## src/design/fir_lp_pkg.sv

```systemverilog
// Shared constants, types and the coefficient table of the low-pass filter.
`timescale 1ns / 1ps
`default_nettype none

package fir_lp_pkg;

  localparam int TAPS           = 50;
  localparam int SAMPLE_BITS    = 13;
  localparam int COEF_FRAC_BITS = 15;
  localparam int OUT_BITS       = 30;
  localparam int COEF_TABLE_LEN = 49;

  // Every coefficient is below one in magnitude, so one sign bit suffices.
  localparam int COEF_W = COEF_FRAC_BITS + 1;
  localparam int PROD_W = SAMPLE_BITS + COEF_W;
  localparam int SLOT_W = $clog2(TAPS);

  typedef logic signed [SAMPLE_BITS-1:0] sample_t;
  typedef logic signed [COEF_W-1:0]      coef_t;
  typedef logic signed [PROD_W-1:0]      prod_t;
  typedef logic signed [OUT_BITS-1:0]    acc_t;
  typedef logic [SLOT_W-1:0]             slot_t;

  typedef int    coef_e4_arr_t [COEF_TABLE_LEN];
  typedef coef_t coef_arr_t    [TAPS];

  // Low-pass set in units of 1e-4; the first entry weights the newest sample.
  localparam coef_e4_arr_t COEF_E4 = '{
      46,    74,   -24,   -71,    33,     1,   -94,    40,    44,
    -133,    30,   114,  -179,   -11,   223,  -225,  -109,   396,
    -263,  -338,   752,  -289, -1204,  2879,  6369,  2879, -1204,
    -289,   752,  -338,  -263,   396,  -109,  -225,   223,   -11,
    -179,   114,    30,  -133,    44,    40,   -94,     1,    33,
     -71,   -24,    74,    46
  };

  // Rounds each entry to COEF_FRAC_BITS fractional bits, halves away from zero.
  // Taps beyond the table get zero. Evaluated at elaboration only.
  function automatic coef_arr_t build_coefs();
    coef_arr_t r;
    longint    c;
    longint    mag;
    longint    q;
    for (int i = 0; i < TAPS; i++) begin
      c = (i < COEF_TABLE_LEN) ? longint'(COEF_E4[i]) : 64'sd0;
      mag = (c < 0) ? -c : c;
      q = (mag * (longint'(1) << COEF_FRAC_BITS) + 5000) / 10000;
      r[i] = COEF_W'((c < 0) ? -q : q);
    end
    return r;
  endfunction

  localparam coef_arr_t COEF_Q = build_coefs();

  // Tap control travelling alongside the delay-line read data.
  typedef struct packed {
    logic  vld;    // a tap read is in flight
    logic  first;  // newest sample, restarts the sum
    logic  last;   // oldest sample, completes the sum
    logic  live;   // the entry has been written since reset
    slot_t tap;    // coefficient index
  } tap_ctl_t;

endpackage

`default_nettype wire

```

## src/design/fir_lp_ifs.sv

```systemverilog
// Valid/ready channel interfaces for the sample input and the filtered output.
`timescale 1ns / 1ps
`default_nettype none

interface fir_lp_in_if;
  logic                 valid;
  logic                 ready;
  fir_lp_pkg::sample_t  sample;

  modport source (output valid, output sample, input ready);
  modport sink   (input valid, input sample, output ready);
endinterface

interface fir_lp_out_if;
  logic              valid;
  logic              ready;
  fir_lp_pkg::acc_t  filtered;

  modport source (output valid, output filtered, input ready);
  modport sink   (input valid, input filtered, output ready);
endinterface

`default_nettype wire

```

## src/design/fir_lp_ram.sv

```systemverilog
// Generic single-write, single-read synchronous RAM with registered read data.
`timescale 1ns / 1ps
`default_nettype none

module fir_lp_ram #(
  parameter int WIDTH = 8,
  parameter int DEPTH = 16
) (
  input  wire logic                     clk,
  input  wire logic                     wr_en,
  input  wire logic [$clog2(DEPTH)-1:0] wr_addr,
  input  wire logic [WIDTH-1:0]         wr_data,
  input  wire logic                     rd_en,
  input  wire logic [$clog2(DEPTH)-1:0] rd_addr,
  output logic      [WIDTH-1:0]         rd_data
);

  logic [WIDTH-1:0] mem [DEPTH];

  always_ff @(posedge clk) begin
    if (wr_en) begin
      mem[wr_addr] <= wr_data;
    end
    if (rd_en) begin
      rd_data <= mem[rd_addr];
    end
  end

endmodule

`default_nettype wire

```

## src/design/fir_lp_mac.sv

```systemverilog
// Multiply-accumulate datapath: one tap product per cycle into the running sum.
`timescale 1ns / 1ps
`default_nettype none

module fir_lp_mac (
  input  wire logic                 clk,
  input  wire logic                 rst_n,
  input  wire fir_lp_pkg::tap_ctl_t ctl,
  input  wire fir_lp_pkg::sample_t  rd_data,
  output fir_lp_pkg::acc_t          acc,
  output logic                      res_ready
);

  fir_lp_pkg::sample_t data_eff;
  fir_lp_pkg::coef_t   coef;
  fir_lp_pkg::prod_t   prod_nxt;
  fir_lp_pkg::prod_t   prod_r;
  fir_lp_pkg::acc_t    acc_nxt;
  fir_lp_pkg::acc_t    acc_r;
  logic                s1_vld_r;
  logic                s1_first_r;
  logic                s1_last_r;
  logic                res_nxt;
  logic                res_r;

  // An entry never written since reset reads as zero.
  assign data_eff = ctl.live ? rd_data : '0;
  assign coef     = fir_lp_pkg::COEF_Q[ctl.tap];
  assign prod_nxt = data_eff * coef;

  always_comb begin
    acc_nxt = acc_r;
    if (s1_vld_r) begin
      acc_nxt = s1_first_r ? fir_lp_pkg::acc_t'(prod_r)
                           : acc_r + fir_lp_pkg::acc_t'(prod_r);
    end
  end

  always_comb begin
    res_nxt = res_r;
    priority if (ctl.vld && ctl.first) begin
      res_nxt = 1'b0;
    end else if (s1_vld_r && s1_last_r) begin
      res_nxt = 1'b1;
    end else begin
      res_nxt = res_r;
    end
  end

  always_ff @(posedge clk) begin
    if (!rst_n) begin
      s1_vld_r <= 1'b0;
      res_r    <= 1'b0;
    end else begin
      s1_vld_r <= ctl.vld;
      res_r    <= res_nxt;
    end
    s1_first_r <= ctl.first;
    s1_last_r  <= ctl.last;
    prod_r     <= prod_nxt;
    acc_r      <= acc_nxt;
  end

  assign acc       = acc_r;
  assign res_ready = res_r;

endmodule

`default_nettype wire

```

## src/design/fir_lp_ctrl.sv

```systemverilog
// Sequencer: delay-line addressing, tap walk and both channel handshakes.
`timescale 1ns / 1ps
`default_nettype none

module fir_lp_ctrl (
  input  wire logic                 clk,
  input  wire logic                 rst_n,
  fir_lp_in_if.sink                 in_ch,
  fir_lp_out_if.source              out_ch,
  input  wire fir_lp_pkg::acc_t     mac_acc,
  input  wire logic                 mac_res_ready,
  output logic                      ram_wr_en,
  output fir_lp_pkg::slot_t         ram_wr_addr,
  output fir_lp_pkg::sample_t       ram_wr_data,
  output logic                      ram_rd_en,
  output fir_lp_pkg::slot_t         ram_rd_addr,
  output fir_lp_pkg::tap_ctl_t      ctl
);

  typedef enum logic [1:0] {
    ST_IDLE,
    ST_RUN,
    ST_DRAIN
  } state_t;

  localparam fir_lp_pkg::slot_t LAST_SLOT = fir_lp_pkg::SLOT_W'(fir_lp_pkg::TAPS - 1);

  state_t                   state_r, state_nxt;
  fir_lp_pkg::slot_t        wslot_r, wslot_nxt;
  fir_lp_pkg::slot_t        rslot_r, rslot_nxt;
  fir_lp_pkg::slot_t        tap_r, tap_nxt;
  logic [fir_lp_pkg::TAPS-1:0] written_r, written_nxt;
  fir_lp_pkg::tap_ctl_t     ctl_r, ctl_nxt;
  logic                     out_valid_r, out_valid_nxt;
  fir_lp_pkg::acc_t         out_filtered_r, out_filtered_nxt;
  logic                     in_fire;
  logic                     out_free;

  assign in_ch.ready = (state_r == ST_IDLE);
  assign in_fire     = in_ch.valid && in_ch.ready;
  assign out_free    = !out_valid_r || out_ch.ready;

  assign ram_wr_en   = in_fire;
  assign ram_wr_addr = wslot_r;
  assign ram_wr_data = in_ch.sample;
  assign ram_rd_en   = (state_r == ST_RUN);
  assign ram_rd_addr = rslot_r;

  always_comb begin
    state_nxt        = state_r;
    wslot_nxt        = wslot_r;
    rslot_nxt        = rslot_r;
    tap_nxt          = tap_r;
    written_nxt      = written_r;
    out_valid_nxt    = out_valid_r;
    out_filtered_nxt = out_filtered_r;

    ctl_nxt.vld   = (state_r == ST_RUN);
    ctl_nxt.first = (tap_r == '0);
    ctl_nxt.last  = (tap_r == LAST_SLOT);
    ctl_nxt.live  = written_r[rslot_r];
    ctl_nxt.tap   = tap_r;

    if (out_valid_r && out_ch.ready) begin
      out_valid_nxt = 1'b0;
    end

    unique case (state_r)
      ST_IDLE: begin
        if (in_fire) begin
          written_nxt[wslot_r] = 1'b1;
          rslot_nxt = wslot_r;
          wslot_nxt = (wslot_r >= LAST_SLOT) ? '0 : wslot_r + 1'b1;
          tap_nxt   = '0;
          state_nxt = ST_RUN;
        end
      end
      ST_RUN: begin
        rslot_nxt = (rslot_r == '0) ? LAST_SLOT : rslot_r - 1'b1;
        tap_nxt   = tap_r + 1'b1;
        if (tap_r == LAST_SLOT) begin
          state_nxt = ST_DRAIN;
        end
      end
      ST_DRAIN: begin
        if (mac_res_ready && out_free) begin
          out_valid_nxt    = 1'b1;
          out_filtered_nxt = mac_acc;
          state_nxt        = ST_IDLE;
        end
      end
      default: begin
        state_nxt = ST_IDLE;
      end
    endcase
  end

  always_ff @(posedge clk) begin
    if (!rst_n) begin
      state_r     <= ST_IDLE;
      wslot_r     <= '0;
      rslot_r     <= '0;
      tap_r       <= '0;
      written_r   <= '0;
      ctl_r       <= '0;
      out_valid_r <= 1'b0;
    end else begin
      state_r     <= state_nxt;
      wslot_r     <= wslot_nxt;
      rslot_r     <= rslot_nxt;
      tap_r       <= tap_nxt;
      written_r   <= written_nxt;
      ctl_r       <= ctl_nxt;
      out_valid_r <= out_valid_nxt;
    end
    out_filtered_r <= out_filtered_nxt;
  end

  assign ctl             = ctl_r;
  assign out_ch.valid    = out_valid_r;
  assign out_ch.filtered = out_filtered_r;

endmodule

`default_nettype wire

```

## src/design/fir_lowpass_49_tap.sv

```systemverilog
// An accepted sample is written to the delay line, then the run state walks the taps.
// Items are taken only when idle; the single multiply-accumulate unit sets the rate,
// taking one tap per cycle from the one read port of the delay-line RAM.
// A finished result waits in the output register while the next item is accepted.
// Reset (synchronous, active low) empties the output, sets the write slot to zero
// and marks every delay-line entry unwritten, so it reads as zero until written.
`timescale 1ns / 1ps
`default_nettype none

// Top level of the 50-tap direct-form low-pass filter for one accelerometer axis.
//
// The delay line lives in a 50-entry synchronous RAM. Each accepted item is written
// into the current write slot; the sequencer then walks backwards from that slot,
// reading one entry per cycle, and the datapath multiplies it by the matching
// coefficient and accumulates. The read data is registered in the RAM, the product
// is registered, then the sum register is updated. One flip-flop per entry records
// whether it has been written since reset; an unwritten entry contributes zero,
// which stands in for a cleared line.
//
// The sum is kept at the output width and simply wraps, which gives exactly the low
// bits of the true sum; with these coefficients it never overflows anyway.
module fir_lowpass_49_tap (
  input  wire logic    clk,
  input  wire logic    rst_n,
  fir_lp_in_if.sink    in_chan,
  fir_lp_out_if.source out_chan
);

  logic                  ram_wr_en;
  fir_lp_pkg::slot_t     ram_wr_addr;
  fir_lp_pkg::sample_t   ram_wr_data;
  logic                  ram_rd_en;
  fir_lp_pkg::slot_t     ram_rd_addr;
  fir_lp_pkg::sample_t   ram_rd_data;
  fir_lp_pkg::tap_ctl_t  tap_ctl;
  fir_lp_pkg::acc_t      mac_acc;
  logic                  mac_res_ready;

  // Sequencer and both handshakes.
  fir_lp_ctrl u_ctrl (
    .clk           (clk),
    .rst_n         (rst_n),
    .in_ch         (in_chan),
    .out_ch        (out_chan),
    .mac_acc       (mac_acc),
    .mac_res_ready (mac_res_ready),
    .ram_wr_en     (ram_wr_en),
    .ram_wr_addr   (ram_wr_addr),
    .ram_wr_data   (ram_wr_data),
    .ram_rd_en     (ram_rd_en),
    .ram_rd_addr   (ram_rd_addr),
    .ctl           (tap_ctl)
  );

  // Circular delay line. Writes happen only in the idle cycle and reads only
  // afterwards, so the same entry is never written and read in one cycle.
  fir_lp_ram #(
    .WIDTH (fir_lp_pkg::SAMPLE_BITS),
    .DEPTH (fir_lp_pkg::TAPS)
  ) u_delay_ram (
    .clk     (clk),
    .wr_en   (ram_wr_en),
    .wr_addr (ram_wr_addr),
    .wr_data (ram_wr_data),
    .rd_en   (ram_rd_en),
    .rd_addr (ram_rd_addr),
    .rd_data (ram_rd_data)
  );

  // Multiply-accumulate over the taps.
  fir_lp_mac u_mac (
    .clk       (clk),
    .rst_n     (rst_n),
    .ctl       (tap_ctl),
    .rd_data   (ram_rd_data),
    .acc       (mac_acc),
    .res_ready (mac_res_ready)
  );

endmodule

`default_nettype wire

```

## src/flat_wrapper.sv

```systemverilog
// flat-port wrapper written by rule: the top's interface ports become plain ports
module fir_lowpass_49_tap_flat 
  (clk, rst_n, in_chan_valid, in_chan_sample, in_chan_ready, out_chan_valid, out_chan_filtered, out_chan_ready);
  fir_lp_in_if in_chan_i ();
  fir_lp_out_if out_chan_i ();
  input  wire logic clk;
  input  wire logic rst_n;
  input wire logic [$bits(in_chan_i.valid)-1:0] in_chan_valid;
  input wire logic [$bits(in_chan_i.sample)-1:0] in_chan_sample;
  output wire logic [$bits(in_chan_i.ready)-1:0] in_chan_ready;
  output wire logic [$bits(out_chan_i.valid)-1:0] out_chan_valid;
  output wire logic [$bits(out_chan_i.filtered)-1:0] out_chan_filtered;
  input wire logic [$bits(out_chan_i.ready)-1:0] out_chan_ready;
  assign in_chan_i.valid = in_chan_valid;
  assign in_chan_i.sample = in_chan_sample;
  assign in_chan_ready = in_chan_i.ready;
  assign out_chan_valid = out_chan_i.valid;
  assign out_chan_filtered = out_chan_i.filtered;
  assign out_chan_i.ready = out_chan_ready;
  fir_lowpass_49_tap u_core (.clk(clk), .rst_n(rst_n), .in_chan(in_chan_i), .out_chan(out_chan_i));
endmodule
```

## config.mk

```make
export PLATFORM = sky130hd
export DESIGN_NAME = fir_lowpass_49_tap_flat
export DESIGN_NICKNAME = d
export VERILOG_FILES = /design/src/design/fir_lp_pkg.sv /design/src/design/fir_lp_ifs.sv /design/src/design/fir_lp_ram.sv /design/src/design/fir_lp_mac.sv /design/src/design/fir_lp_ctrl.sv /design/src/design/fir_lowpass_49_tap.sv /design/src/flat_wrapper.sv
export SDC_FILE = /design/constraint.sdc
export NUM_CORES = 2
export LEC_CHECK = 0
export ABC_AREA = 1
export ABC_CLOCK_PERIOD_IN_PS = 17700
export BUFFER_PORTS_ARGS = -buffer_cell sky130_fd_sc_hd__buf_2
export CORE_MARGIN = 1.5
export CORE_UTILIZATION = 30
export DETAILED_ROUTE_END_ITERATION = 12
export PLACE_DENSITY = 0.53
export REMOVE_ABC_BUFFERS = 1
export SLEW_MARGIN = 20
export SYNTH_ARGS = -nofsm -noshare
export SYNTH_HDL_FRONTEND = slang
export SYNTH_SLANG_ARGS = --single-unit
```

## constraint.sdc

```tcl
create_clock -name clk -period 17.7 [get_ports clk]
set_input_delay 0 -clock clk [delete_from_list [all_inputs] [get_ports clk]]
set_output_delay 0 -clock clk [all_outputs]
set_load 0.02 [all_outputs]
```

[Word-level counts from Yosys, hierarchy flattened]
Memories as Yosys holds them, arrays and structs flattened. A register that Yosys moved wholly into a read port is not among the register bits.
Cells that the tools add are included.
Word-level totals
  word-level logic and storage cells: 79
  bits in read-only memories: 1024
  RAM bits: 650
  memories kept: 2
  input bits: 17
  output and inout bits: 32
  bits in latches: 0
  flip-flop bits (word level): 174
Operators by class
  reduce and logical (&&, ||, !) cells: 17
  bitwise logic cells: 3
  mux-type cells: 23
  add/subtract/negate cells: 4
  $lt $le $gt $ge: 5
  div/mod/pow operators: 0
  $mul: 1
  eq/ne operators: 6
  shifts and indexed selects: 0
Memories
  (name not given): depth 64, bits a word 16, rd ports 1, clocked after Yosys merged registers in 0, write ports 0, line fir_lp_mac.sv:28  | assign coef = fir_lp_pkg::COEF_Q[ctl.tap];
  u_core.u_delay_ram.mem: depth 50, bits a word 13, rd ports 1, clocked after Yosys merged registers in 1, write ports 1, line fir_lp_ram.sv:18  | logic [WIDTH-1:0] mem [DEPTH];
Operators by type and width (count)
  OR 50 bit: 1
  two-way mux 16 bit: 2
  adder 30 x 29 -> 30 bit: 1
  two-way mux 30 bit: 1
  multiplier 13 x 16 -> 29 bit: 1
  two-way mux 6 bit: 4
  case mux 6 bit (2 select lines): 2
  less-than comparator 6 x 7 -> 1 bit, second input constant: 2
  two-way mux 13 bit: 1
  adder 6 x 1 -> 6 bit, second input constant: 2
  logical NOT 6 bit: 2
  >= comparator 7 bit, second input constant: 1
  two-way mux 1 bit: 7
  inverter 6 -> 7 bit: 1
  binary-select mux 1 bit (select 6 bit): 1
  demux 1 bit (select 6 bit): 1
  equality test 6 bit, second input constant: 1
  >= comparator 6 x 1 -> 1 bit, second input constant: 1
  >= comparator 6 bit, second input constant: 1
  logical AND 1 bit: 6
  two-way mux 2 bit: 3
  case mux 2 bit (3 select lines): 1
  AND reduction 2 bit: 3
  subtractor 6 x 1 -> 6 bit, second input constant: 1
  11 further kinds: 12

[Depth between registers and ports, before layout]
  word-level depth: 5
  depth in mapped cells: 36
  gate-level depth less buffers: 36

[By module]
Synthesis repeated with hierarchy kept, for this count alone.
Unflattened totals
  cell total of the unflattened synthesis: 4546
  area total of the unflattened synthesis: 44207.4 sq um
By module, submodules not included
  fir_lp_ram: cells an instance 2249, area each 26743.1 sq um, times used 1, seq. area each 19909.1 sq um
  fir_lp_mac: cells an instance 1744, area each 12768.5 sq um, times used 1, seq. area each 1561.5 sq um
  fir_lp_ctrl: cells an instance 553, area each 4695.8 sq um, times used 1, seq. area each 2522.4 sq um

[Worst setup path after synthesis]
OpenSTA, ideal clock, no wires.
  path type: reg-to-reg
  start point: register u_core.u_ctrl.ctl_r (netlist bit u_core.u_ctrl.ctl[0])
  end point: register u_core.u_mac.prod_r[27]
  required time: 17.587 ns
  cell stages (with the launch flop): 28
  setup slack: 11.440 ns
  data arrival time: 6.147 ns
  clock period less this slack: 6.260 ns
  buffers on the path: 1
  library setup time: 0.113 ns
  cell sequence: dfxtp_1 -> inv_1 -> ha_1 -> nand2_1 -> inv_2 -> nor2_2 -> o21ai_0 -> nand2_1 -> o21ai_4 -> nand2_1 -> buf_6 -> nor2_4 -> fa_1 -> inv_1 -> fa_1 -> inv_1 -> fa_1 -> inv_1 -> fa_1 -> inv_1 -> fa_1 -> ha_1 -> ha_1 -> nand2_1 -> nor4_1 -> o21ai_0 -> nand4_1 -> nand2_1
Between the ends
  longest elaborated chain between the ends: 5
Ends and longest elaborated chain
  start, declared: line fir_lp_ctrl.sv:33  | fir_lp_pkg::tap_ctl_t ctl_r, ctl_nxt;
  start signal, assigned: line fir_lp_ctrl.sv:113  | ctl_r <= ctl_nxt;
  inverter 6 -> 7 bit (implied by the code): line fir_lp_mac.sv:28
  memory (64 x 16 bit)
  two-way mux 16 bit (implied by the code) (2 in series): line fir_lp_mac.sv:28
  multiplier 13 x 16 -> 29 bit: line fir_lp_mac.sv:29  | assign prod_nxt = data_eff * coef;
  net u_core.u_mac.prod_nxt[27]: line fir_lp_mac.sv:16  | fir_lp_pkg::prod_t prod_nxt;
  end signal, assigned: line fir_lp_mac.sv:60  | prod_r <= prod_nxt;
  end, declared: line fir_lp_mac.sv:17  | fir_lp_pkg::prod_t prod_r;
The timed path passes the listed nets, and every way through them passes these cells. The select of a mux whose other input is x is not followed.
A chain may end at the register's enable or synchronous reset.

[Worst setup path after layout]
Ends and elaborated chain as after synthesis.

==> summary.md <==
| Metric | Value |
|---|---|
| DRT iter0 DRCs | 2,464 |
| Reg power frac | 44.9% |
| First-pass GRT wire length | 187 mm |
| Synthesized area per cell | 10.0 um2 |
| Share of layout cells above drive strength 1 | 7.10% |
| Max Cap Viol | 0 |
| Synth area leader | edfxtp_1 |
| Post-route core utilization | 34.0% |
| Critical Path RT | 18.28 ns |
| Clk Latency, worst-skew pair | 0.70 ns |
| Pin count of the biggest net entering global routing | 150 |
| Root buffer cell | clkbuf_16 |
| Initial Util | 30.3% |
| Slew margin rel. | 24.8% |
| Outcome | finished with violations |
| Clk pwr share | 37.6% |
| Critical path class | reg -> reg |
| Mapped Cells | 4,345 |
| Setup ws final | 9.83 ns |
| Met2 routed WL | 56.5 mm |
| Wire length on met3 | 6.80 mm |
| Design area | 48,900 um2 |
| Share of the synthesized area in the top cell type | 50.0% |
| Avg Vias per Cell | 4.83 |
| Fill cell count | 14,700 |
| Port bufs | 48 |
| Maximum clock rate | 127 MHz |
| WP data arrival | 8.44 ns |
| Switching Share | 29.0% |
| CP endpoint kind | flop |
| Hold Fails Final Rpt | 0 |
| Die area | 147,000 um2 |
| Core box area | 144,000 um2 |
| Initial antenna violation count | 1 |
| #FFs+latches synth | 837 |
| I/O pin total | 49 |
| Layout Cells excl Fill | 6,367 |
| Comb pwr share | 17.6% |
| Final setup vio count | 0 |
| Post-DP HPWL | 78.0 mm |
| Max VDD drop | 86.5 uV |
| RSZ-0062 raised after global routing | false |
| Failing checks | DRC |
| Net total in the final layout | 4,719 |
| Num rows | 139 |
| Total CTS buffers | 90 |
| Pre-antenna DRT Iters | 11 |
| CP startpoint kind | flop |
| Setup_tns | 0 ns |
| Area post-placement | 45,800 um2 |
| Ys Warns | 0 |
| Sequential-to-total area share from yosys stat | 55.2% |
| Die height | 384 um |
| CP Max Fanout | 11 |
| Post-Route M1 WL | 55.2 mm |
| Worst slew pin tran | 1.13 ns |
| Synth Cell Area | 43,500 um2 |
| Synth Flop Type | edfxtp_1 |
| Top Metal Used | met4 |
| WL final | 122 mm |
| PwrDens | 102 nW/um2 |
| RePlAce Congestion | 0.899 |
| Main area contributors after synthesis | edfxtp_1, fa_1, nand2_1 |
| Wire per inst | 19.1 um |
| Slew Limit Fails | 0 |
| Leakage power figure | 19.3 nW |
| Minimum clock period | 7.87 ns |
| Gates resized, CTS repair | 0 |
| Hold-fix buffers at CTS | 10 |
| Final ANT Viol Nets | 0 |
| Placed Cells | 6,182 |
| Vias | 30,800 |
| Worst-path clk slew | 0.06 ns |
| Drt drc | 10 |
| Die width | 384 um |
| Sink Count | 837 |
| Post-synth EDFFs | 723 |
| Number of global-route vias before repair | 30,500 |
| Tot Pwr | 4.98 mW |
| Distinct cells, synth | 49 |
| Layout area overhead | 12.5% |
| Layout Skew | 0.0466 ns |
| Internal | 3.53 mW |
| GR Overflow Total | 0 |
| Max Root-Sink Buffers | 3 |
| Async set-or-reset flop fraction in the synthesized netlist | 0% |
| Final period util | 44.4% |
| Hold Path Class | in -> reg |
| Global-route usage over all layers | 16.6% |
| Pre-CTS WS | 9.84 ns |
| CTS tree | yes |
| Sw Pwr | 1.44 mW |
| Post-CTS Setup Inserts | 0 |
| H-tree Lvls | 3 |
| Worst hold slack | 0.0614 ns |
## critical path, cell delays in order, from the launching register on
cell      delay (ns)
dfxtp_1         0.68
inv_1           0.30
ha_1            0.37
inv_1           0.11
nand2_1         0.15
o21ai_0         0.21
o211ai_1        0.14
nand2_1         0.11
nand2_1         0.09
nand2_1         0.63
nor2_1          0.14
fa_1            0.57
inv_1           0.07
fa_1            0.72
inv_1           0.16
fa_1            0.58
inv_1           0.09
fa_1            0.53
inv_1           0.05
fa_1            0.43
ha_1            0.29
ha_1            0.38
nand2_1         0.12
nor4_1          0.39
o21ai_0         0.26
nand4_1         0.14
nand2_1         0.06
## kinds of logic after synthesis
family / share of synthesized area, %
AND/OR/NAND/NOR: 17.2
adder cells (fa/ha/maj): 12.5
XOR/XNOR: 0.584
flip-flops: 55.2
buffers and inverters: 5.91
AO/OA/AOI/OAI: 8.31
multiplexers: 0.322
## layout make-up
cell class	instances	area (um2)	area share, %
multi-input cells	2879	17000	34.7
clock inverters	39	375	0.768
repair buffers	126	906	1.85
diodes	1	2.50	0.00512
well taps	1903	2380	4.87
inverters	452	1710	3.49
clock buffers	130	2560	5.24
flip-flops and latches	837	24000	49.1
## layout by cell type, fill, tap and decap left out, types with 4 or more instances in the layout
master | netlist | routed
xnor2_1 | 7 | 7
ha_1 | 120 | 120
clkbuf_1 | 70 | 27
clkinv_2 | 0 | 11
nor2_1 | 695 | 675
nand3b_1 | 5 | 5
dlygate4sd3_1 | 0 | 14
nor3_1 | 18 | 18
o22ai_1 | 43 | 43
edfxtp_1 | 723 | 723
or2_2 | 18 | 18
clkbuf_16 | 0 | 93
buf_2 | 78 | 45
dfxtp_1 | 114 | 111
fa_1 | 196 | 196
o21bai_1 | 7 | 7
nand4_1 | 22 | 22
a21oi_1 | 175 | 175
xor2_1 | 22 | 22
nand2_2 | 5 | 5
inv_1 | 437 | 437
inv_2 | 10 | 10
o21ai_0 | 332 | 332
bufinv_16 | 0 | 4
nor2_4 | 7 | 8
a21o_1 | 5 | 5
nand2_1 | 876 | 876
buf_4 | 18 | 64
nor2_2 | 5 | 24
o211ai_1 | 51 | 51
nand3_1 | 203 | 203
clkinv_1 | 4 | 14
clkbuf_8 | 0 | 9
o21ai_1 | 10 | 10
a31oi_1 | 11 | 11
clkinvlp_4 | 0 | 5
mux2i_1 | 14 | 14
a21boi_0 | 14 | 14
## cell usage after synthesis (22+ instances only)
master,count
o22ai_1,43
nand3_1,203
fa_1,196
edfxtp_1,723
inv_1,437
clkbuf_1,70
o21ai_0,332
nand4_1,22
o211ai_1,51
nor2_1,695
a21oi_1,175
dfxtp_1,114
xor2_1,22
ha_1,120
nand2_1,876
buf_2,78
## path summary, 6_finish.rpt
kind / startpoint / endpoint / slack, ns / depth (start not counted)
setup / recovery: u_core.u_ctrl.ctl[0] / u_core.u_mac.prod_r[27] / 9.83 / 26
hold / removal: in_chan_sample[1] / u_core.u_delay_ram.mem[1][1] / 0.06 / 1
setup reg to reg: u_core.u_ctrl.ctl[0] / u_core.u_mac.prod_r[27] / 9.83 / 26
hold reg to reg: u_core.u_ctrl.ctl[7] / u_core.u_mac.s1_last_r / 0.34 / 0
## power by group through the flow
stage               clock network [mW]  logic [mW]  registers [mW]
floorplan                            0       0.568            2.28
global placement                     0       0.866            2.27
detailed placement                   0       0.871            2.27
CTS                               1.91       0.879            2.23
global route                      1.98       0.991            2.24
finish                            1.87       0.875            2.23
## registers in the layout, summed over array words and instances, names as in the netlist
signal                         flops
u_core.u_mac.prod_r               29
u_core.u_mac.res_ready             1
u_core.u_delay_ram.mem           650
u_core.u_mac.s1_first_r            1
u_core.u_ctrl.ram_wr_addr          6
u_core.u_ctrl.ctl                 10
u_core.u_ctrl.out_ch.filtered     30
u_core.u_mac.s1_vld_r              1
u_core.u_delay_ram.rd_data        13
u_core.u_ctrl.ram_rd_addr          6
u_core.u_mac.acc                  30
u_core.u_ctrl.written_r           50
u_core.u_ctrl.out_ch.valid         1
u_core.u_mac.s1_last_r             1
u_core.u_ctrl.state_r              2
u_core.u_ctrl.tap_r                6
## metal layers
| layer | vias to the layer above | track usage (%) |
|---|---|---|
| li1 | 14600 | - |
| met1 | 15200 | 22.8 |
| met2 | 867 | 26.9 |
| met3 | 178 | 2.41 |
| met4 | 0 | 4.96 |
| met5 | - | 0 |
Power figures use the tool's default switching activity.
